`config.mk`:
```
export PLATFORM = sky130hd
export DESIGN_NAME = lmb_ram
export DESIGN_NICKNAME = d
export VERILOG_FILES = /design/src/design/lmb_ram.sv
export SDC_FILE = /design/constraint.sdc
export NUM_CORES = 1
export LEC_CHECK = 0
export BUFFER_PORTS_ARGS = -buffer_cell sky130_fd_sc_hd__buf_2
export CAP_MARGIN = 40
export CORE_UTILIZATION = 35
export DETAILED_ROUTE_END_ITERATION = 8
export PLACE_DENSITY_LB_ADDON = 0.12
export SLEW_MARGIN = 20
export SYNTH_ARGS = -nofsm -noshare
export SYNTH_HDL_FRONTEND = slang
export SYNTH_SLANG_ARGS = --single-unit
```
`constraint.sdc`:
```
create_clock -name clk -period 1.94 [get_ports clk]
set_input_delay 0.097 -clock clk [delete_from_list [all_inputs] [get_ports clk]]
set_output_delay 0.097 -clock clk [all_outputs]
set_load 0.02 [all_outputs]
```
`src/design/lmb_ram.sv`:
```
// Generic single-write, single-read synchronous RAM with registered read data.
module lmb_ram #(
  parameter int WIDTH = 8,
  parameter int DEPTH = 16,
  parameter int AW    = $clog2(DEPTH)
) (
  input  logic             clk,
  input  logic             we,
  input  logic [AW-1:0]    waddr,
  input  logic [WIDTH-1:0] wdata,
  input  logic [AW-1:0]    raddr,
  output logic [WIDTH-1:0] rdata
);

  logic [WIDTH-1:0] mem [DEPTH];

  always_ff @(posedge clk) begin
    if (we) begin
      mem[waddr] <= wdata;
    end
    rdata <= mem[raddr];
  end

endmodule
```
==> impl_metrics.csv <==
group,metric,value,unit
place,port-buffer-count,25,
worst_setup_path,r2r_start,"mem[4][6]$_DFFE_PP_",
cts,path_clk_slew,0.06,ns
sta,slew_headroom,69.3,%
cts,insertion_delay,0.41,ns
yosys,avgSynthCellArea,22.5,um^2
die,core,14100,um^2
worst_setup_path,setup.worst_path.class,"reg -> reg",
cts,clockRootBuffer,"clkbuf_16",
die,floorplan.die_area,15200,um^2
worst_setup_path,worst-endpoint-required,2.24,ns
die,floorplan.initialDensity,36.5,%
global_route,grt_antenna_before_repair,0,
worst_setup_path,cp_cell_sequence,"mux4_2, a22oi_1, nand2_1",
routing,ant_nets,0,
sta,finalClockSkew,0.00512,ns
yosys,ys_seq_area_share,77.8,%
die,die_y,123,um
yosys,syn_area,5150,um^2
sta,hold_ws,0.0693,ns
cts,ctsResizeCount,0,
worst_setup_path,crit_family,"multiplexers",
hold_path,min_from,"wdata[4]",
global_route,grt_pass1_wl,15.6,mm
yosys,syn_inst,229,
worst_setup_path,crit_buf_inv,0,
worst_setup_path,critPathLaunch,"mem[4][6]$_DFFE_PP_",
finish,area_growth,20.4,%
yosys,netlist-cell-type-count,19,
sta,rsz0062_at_grt,"false",
power_and_ir_drop,p_leak,2.12,nW
sta,max_clock_freq,750,MHz
worst_setup_path,worst-path-max-fanout,1,
sta,period_share,68.7,%
finish,num-fill-cells,1232,
yosys,ys_ff_latch,136,
run_status,status,"finished, final reports clean",
routing,drtIter0Drc,217,
die,num_rows,43,
global_route,grt_usage,15.2,%
routing,drcViolationCount,0,
cts,cts_buffers,17,
hold_path,min_path_type,"in -> reg",
cts,htreeDepth,4,
sta,post-route-min-period,1.33,ns
flow_run,max-cap-violations,0,
die,pin_count,26,
global_route,grt_pass1_vias,2547,
finish,nets,304,
routing,detailroute.via_count,2385,
routing,wl,9.98,mm
place,placed_cells,447,
place,gp_congestion,0.691,
cts,postCtsSetupBuffers,0,
routing,dr.pass1.iters,4,
routing,viasPerCell,4.98,
cts,ctsHoldBuffers,0,
finish,drive_above_1_share,31.4,%
worst_setup_path,max_stage_delay,0.48,ns
global_route,overflow,0,
routing,wl_per_cell,20.8,um
sta,hold_viol_final,0,
yosys,synth_nets,247,
sta,setup_viol,0,
power_and_ir_drop,p_total,0.00692,W
power_and_ir_drop,ir_worst_vdd,0.662,mV
worst_setup_path,cp_slowest_cell,"mux4_2",
power_and_ir_drop,p_per_area,1120,nW/um^2
worst_setup_path,cp.arrival,1.63,ns
finish,diodes,0,
cts,ctsLongestPathBuffers,2,
cts,cts_tree,"yes",
place,hpwl,6.56,mm
sta,worst_slew_pin_slew,0.459,ns
sta,drv_slew,0,
global_route,grt_max_degree,20,
die,die_x,123,um
worst_setup_path,critPathLaunchType,"flip-flop",
cts,cts.sinks,136,
worst_setup_path,endpoint_kind,"flip-flop",
yosys,yosysWarnings,0,
finish,finalNonFillerCells,479,
sta,finalSetupTns,0,ns
-- cell usage after synthesis (all sizes together) --
master         count  area share (%)
a22oi             16             2.3
and2               1            0.12
and2b              1            0.15
buf                7             1.1
clkdlybuf4s25      3            0.58
dfxtp              8             3.1
edfxtp           128              75
mux4              32              15
nand2              9            0.66
nand2b             2            0.24
nand3              1           0.097
nand3b             2            0.29
nor2              13            0.95
nor2b              1            0.12
nor3               4            0.39
or3b               1            0.17
-- flip-flops by register name, summed over array words and instances, names as in the netlist --
| signal | cells |
|---|---|
| mem | 128 |
| rdata | 8 |
-- cell usage in the layout, fill, tap and decap left out, drive strengths merged --
master / instances
nor2b: 1
edfxtp: 128
and2b: 1
buf: 48
clkbuf: 21
nand3: 1
nor2: 13
and2: 1
nand3b: 2
nand2b: 2
dfxtp: 8
nand2: 9
bufinv: 4
nor3: 4
a22oi: 16
mux4: 32
clkinv: 7
or3b: 1
-- power by group --
| part | internal (W) | leakage, nW | switching, W | total, W |
|---|---|---|---|---|
| Sequential | 0.00329 | 1.22 | 0.0000165 | 0.00330 |
| Combinational | 0.000135 | 0.596 | 0.000191 | 0.000326 |
| Clock | 0.00216 | 0.299 | 0.00113 | 0.00330 |
| Total | 0.00558 | 2.12 | 0.00134 | 0.00692 |
-- kinds of logic after synthesis --
kind of cell / count (synthesis) / share of synthesized area (%)
and+or+nand+nor: 35 / 3.18
AOI/OAI and AO/OA: 16 / 2.33
muxes: 32 / 15.0
buffers and inverters: 10 / 1.68
DFF: 136 / 77.8
-- routing by layer --
| layer | share of wire [%] | vias up | routed length (um) | track usage, % |
|---|---|---|---|---|
| met4 | 2.0 | 0 | 196 | 6.78 |
| met5 | 0 | - | 0 | 0 |
| met2 | 48 | 44 | 4780 | 23.1 |
| met3 | 2.9 | 14 | 290 | 4.11 |
| li1 | - | 1094 | - | - |
| met1 | 47 | 1233 | 4710 | 20.5 |
-- path summary, 6_finish.rpt --
| check | slack, ns | cells after the start | endpoint |
|---|---|---|---|
| worst max-delay path | 0.61 | 3 | rdata[6]$_DFF_P_ |
| worst min-delay path | 0.07 | 1 | mem[7][4]$_DFFE_PP_ |
| worst max register to register | 0.61 | 3 | rdata[6]$_DFF_P_ |
| worst min register to register | 0.68 | 3 | rdata[6]$_DFF_P_ |
-- area by class of cell --
type / count / area, um^2 / area share, %
multi-input combinational: 83 / 1060 / 17.1
timing repair buffer: 48 / 310 / 5.01
clock inverter: 11 / 153 / 2.46
sequential: 136 / 4000 / 64.6
tap: 180 / 225 / 3.63
clock buffer: 21 / 450 / 7.27
-- per-stage QoR --
step,instance area (um^2),setup WS (ns),util [%]
floorplan,5150,0.350,-
global placement,5600,0.428,39.7
detailed placement,5600,0.420,39.7
CTS,6200,0.583,44.0
global route,6200,0.520,44.0
finish,6200,0.607,44.0
Power figures use the tool's default switching activity.
